$ cat config.mk
export PLATFORM = sky130hd
export DESIGN_NAME = asd_ram
export DESIGN_NICKNAME = d
export VERILOG_FILES = /design/src/hw/rtl/accel_step_detector_macros.svh /design/src/hw/rtl/asd_ram.sv
export SDC_FILE = /design/constraint.sdc
export NUM_CORES = 2
export LEC_CHECK = 0
export BUFFER_PORTS_ARGS = -buffer_cell sky130_fd_sc_hd__buf_2
export CORE_MARGIN = 4
export CORE_UTILIZATION = 63
export CTS_CLUSTER_SIZE = 25
export DETAILED_ROUTE_END_ITERATION = 10
export MAX_ROUTING_LAYER = met4
export PLACE_DENSITY = 0.84
export SLEW_MARGIN = 30
export SYNTH_ARGS = -nofsm -noshare
export SYNTH_HDL_FRONTEND = slang
export SYNTH_SLANG_ARGS = --single-unit
$ cat constraint.sdc
create_clock -name clk -period 4.05 [get_ports clk]
set_input_delay 0.405 -clock clk [delete_from_list [all_inputs] [get_ports clk]]
set_output_delay 0.405 -clock clk [all_outputs]
set_load 0.005 [all_outputs]
$ cat src/hw/rtl/accel_step_detector_macros.svh
// assertion macros shared by the step detector rtl
`ifndef ACCEL_STEP_DETECTOR_MACROS_SVH
`define ACCEL_STEP_DETECTOR_MACROS_SVH

// condition holds at every edge outside reset
`define ASD_ASSERT_ALWAYS(label, cond, msg) \
  label: assert property (@(posedge clk) disable iff (!rst_n) (cond)) else $error(msg);

// consequent holds in the same cycle as the antecedent
`define ASD_ASSERT_IMPLIES(label, ante, cons, msg) \
  label: assert property (@(posedge clk) disable iff (!rst_n) (ante) |-> (cons)) else $error(msg);

// consequent holds in the cycle after the antecedent
`define ASD_ASSERT_NEXT(label, ante, cons, msg) \
  label: assert property (@(posedge clk) disable iff (!rst_n) (ante) |=> (cons)) else $error(msg);

`endif

$ cat src/hw/rtl/asd_ram.sv
// generic simple dual port ram with registered read
module asd_ram #(
  parameter int WIDTH = 32,
  parameter int DEPTH = 64,
  parameter int AW    = $clog2(DEPTH)
) (
  input  logic             clk,
  input  logic             we,
  input  logic [AW-1:0]    waddr,
  input  logic [WIDTH-1:0] wdata,
  input  logic [AW-1:0]    raddr,
  output logic [WIDTH-1:0] rdata
);

  logic [WIDTH-1:0] mem [DEPTH];

  // write port and registered read port
  always_ff @(posedge clk) begin
    if (we) begin
      mem[waddr] <= wdata;
    end
    rdata <= mem[raddr];
  end

endmodule

### Yosys cells after proc, flatten, opt, wreduce, memory -nomap -nowiden

Memories as Yosys holds them, arrays and structs flattened. A register that Yosys moved wholly into a read port is not among the register bits.
Cells that the tools add are included.

* muxes and demuxes: 2

Operators by type and width (number)
* 1-bit 2-to-1 mux: 2

* flip-flop bits (word level): 0
* memory bits (writable): 2048
* input port bits: 46
* output and inout bits: 32
* logic and storage cells: 3
* memories kept: 1

Memories
* mem: words 64, bits a word 32, rd ports 1, clocked after memory_dff 1, write ports 1, line asd_ram.sv:15 `logic [WIDTH-1:0] mem [DEPTH];`

### Longest topological paths before layout

* depth after elaboration: 2
* gate-level depth with buffers: 10
* gate-level depth less buffers: 5

### Worst setup path after synthesis

No wires, ideal clock.

* kind: input-to-reg
* start: in waddr[3]
* end: mem mem[48][0], enable pin
* library setup time: 461 ps
* arrival time: 3104 ps
* required time: 3589 ps
* setup slack: 485 ps
* stages on the path: 4
* buffers on the path: 1
* path through: clkbuf_1 -> nor2b_1 -> nand4b_1 -> nor3_1

RTL lines
* from (decl): line asd_ram.sv:9 `input logic [AW-1:0] waddr,`
* to (decl): line asd_ram.sv:15

Straight into the memory's write port.

==> results.py <==
metrics = {
    "run_status": {
        "status": "complete, no violations",
    },
    "synth": {
        "ys_warn_count": 0,
        "synth_edf_count": 2048,
        "avgSynthCellArea_sq_um": 23.6,
        "synth_fp_nets": 3370,
        "syn_inst": 3324,
        "async_reset_ff_frac": 0,
        "syn_area_sq_um": 78500,
        "ys_seq_elements": 2080,
        "yosys_most_used_dff": "edfxtp_1",
        "ys_seq_area_frac": 0.791,
        "synth_cell_types": 34,
    },
    "grt": {
        "grt_remaining_overflow": 0,
        "grtUsageMet1": 0.454,
        "use_met3": 0.0953,
        "grt_pass1_wl_mm": 320,
        "grt_util_all_layers": 0.365,
        "grt_busiest_layer": "met2",
        "grt_max_degree": 83,
        "antenna_found_initial": 6,
        "grtUsageMet2": 0.556,
        "grt_pass1_vias": 41744,
    },
    "power": {
        "power_density_nw_per_um2": 499,
        "switching_share": 0.219,
        "intPower_uw": 34400,
        "comb_power_share": 0.053,
        "ir_drop_uv": 482,
        "clkPwrFrac": 0.403,
        "fin_total_pwr_uw": 44000,
        "power_frac_seq": 0.544,
        "p_leak_uw": 0.0276,
        "p_switching_uw": 9640,
    },
    "placement": {
        "post-place-ws_ns": 0.399,
        "placedCellCount": 5020,
        "numPortBuffers": 77,
        "place_congestion": 0.824,
        "placed_area_sq_um": 82300,
        "dpl.hpwl_mm": 112,
    },
    "worst_setup_path": {
        "critical_path_class": "in2reg",
        "crit_arrival_ns": 3.60,
        "critical_path_required_ns": 4.71,
        "worst_setup_path_end_kind": "register",
        "cp-start-kind": "input port",
        "cp_max_fo": 46,
    },
    "die": {
        "fp.dieW_microns": 361,
        "dieArea_sq_um": 130000,
        "rows": 129,
        "die_h_microns": 361,
        "ioPinCount": 78,
        "start_util": 0.634,
        "core_sq_um": 124000,
    },
    "clock_tree": {
        "clock-sinks": 2080,
        "clk_latency_ns": 0.83,
        "clk_path_buf_depth": 3,
        "post_cts_resized": 0,
        "tritoncts": "yes",
        "htree_levels": 4,
        "clockRootBuffer": "clkbuf_16",
        "post_cts_buffers": 0,
        "numCtsBuffers": 189,
        "cts.clk_slew.worst_paths_ns": 0.07,
    },
    "sta": {
        "final-setup-viol-count": 0,
        "layout_setup_ws_ns": 1.11,
        "tightest_slew_ns": 1.11,
        "fin_skew_ns": 0.0264,
        "max_freq_mhz": 340,
        "fin_crit_sh": 0.726,
        "fin_crit_ns": 2.94,
        "fin_setup_tns_ns": 0,
        "slew_viol_final": 0,
        "rsz0062_at_grt": "false",
        "hold_viol": 0,
        "relSlewSlack": 0.257,
    },
    "drt": {
        "route.detailed.drc": 0,
        "drtAntennaViolNets": 0,
        "wl_per_cell_microns": 42.1,
        "dr.first_iter.drc_count": 7846,
        "drtPass1Iterations": 6,
        "viasPerCell": 7.53,
        "num_vias": 40509,
        "drt-total-wl_mm": 227,
    },
    "cells_and_area": {
        "final_cells": 5383,
        "register_area_sq_um": 62100,
        "multi_input_comb_area_sq_um": 16000,
        "final_area_sq_um": 88300,
        "final_common_cell": "edfxtp_1",
        "nFillCells": 6347,
        "drive_gt1_frac": 0.299,
        "areaGrowthSynthToFinish_pct": 12.5,
        "layout_common_cells": "edfxtp_1 (2048), mux4_2 (544), clkbuf_16 (191), buf_4 (153), mux2i_1 (93)",
        "nets": 3621,
    },
    "flow_run": {
        "max_cap_viol_count": 0,
    },
    "min_path": {
        "hp-class": "in2reg",
    },
}
-- critical path, stage by stage --
cell and delay (ns):
buf_8 0.46, buf_4 0.64, mux4_2 0.60, mux4_2 0.54
o22ai_1 0.75, nor2_1 0.15
-- through the flow --
step                utilization  hold WS [ns]
CTS                       0.713        0.0548
finish                    0.713         0.100
floorplan                     -         0.504
detailed placement        0.665         0.795
global placement          0.664         0.722
global route              0.713        0.0981
-- registers in the layout (all words and copies together), names as in the netlist --
name,cells
rdata,32
mem,2048
-- final timing paths --
kind	startpoint	to	slack, ns	depth (start not counted)
setup / recovery	raddr[0]	rdata[16]	1.11	6
hold / removal	wdata[18]	mem[10][18]	0.10	1
setup reg to reg	mem[17][28]	rdata[28]	1.53	5
hold reg to reg	mem[12][17]	rdata[17]	0.81	4
-- kinds of logic after synthesis --
logic type / Yosys count / share of synthesized area
buffers and inverters: 182 / 0.0113
muxes: 637 / 0.168
and+or+nand+nor: 223 / 0.0127
AOI/OAI and AO/OA: 202 / 0.0167
DFF: 2080 / 0.791
-- timing repair --
action | 4_1_cts | 5_1_grt
hold endpoints to repair | 16 | 0
hold buffers | 1 | 0
endpoints found under the setup margin | 0 | 0
-- cell usage after synthesis, types with 2 or more instances --
library cell | number | area share
mux2i_1 | 93 | 0.012
o221ai_1 | 27 | 0.0030
nand3b_1 | 5 | 0.00048
buf_6 | 5 | 0.00072
and2_1 | 2 | 0.00016
nor2_1 | 137 | 0.0065
nand4_1 | 2 | 0.00016
a41o_1 | 4 | 0.00051
or3b_2 | 3 | 0.00033
nor3_1 | 7 | 0.00045
nand2_1 | 26 | 0.0012
buf_1 | 21 | 0.0010
nand2b_1 | 8 | 0.00064
a311oi_1 | 8 | 0.00089
a21oi_1 | 62 | 0.0040
clkbuf_1 | 74 | 0.0035
or3_1 | 3 | 0.00024
dfxtp_1 | 32 | 0.0082
buf_2 | 57 | 0.0036
o22ai_1 | 84 | 0.0067
a22oi_1 | 12 | 0.0011
buf_4 | 25 | 0.0024
nor2b_1 | 15 | 0.0012
mux4_2 | 544 | 0.16
edfxtp_1 | 2048 | 0.78
o32ai_1 | 4 | 0.00045
or3b_1 | 2 | 0.00022
and3_1 | 4 | 0.00032
nand3_1 | 5 | 0.00032
-- power by group through the flow --
stage,registers (uW),logic (uW),clock network (uW)
final,24000,2320,17800
after global routing,23900,2380,18800
after CTS,23900,2270,17800
after detailed placement,24400,2180,0
after global placement,24400,2090,0
after floorplan,24300,1160,0
-- layout make-up --
| type | instances | area share |
|---|---|---|
| Antenna cell | 10 | 0.000283 |
| Clock buffer | 260 | 0.0582 |
| Clock inverter | 92 | 0.00959 |
| Multi-Input combinational cell | 1062 | 0.181 |
| Sequential cell | 2080 | 0.704 |
| Tap cell | 1637 | 0.0232 |
| Timing Repair Buffer | 242 | 0.0241 |
-- per-layer routing --
layer  share of wire  vias up
met4           0.070        0
li1                -    14768
met3            0.14      925
met1            0.31    20625
met5               0        -
met2            0.49     4191
(Power assumes the default switching activity.)
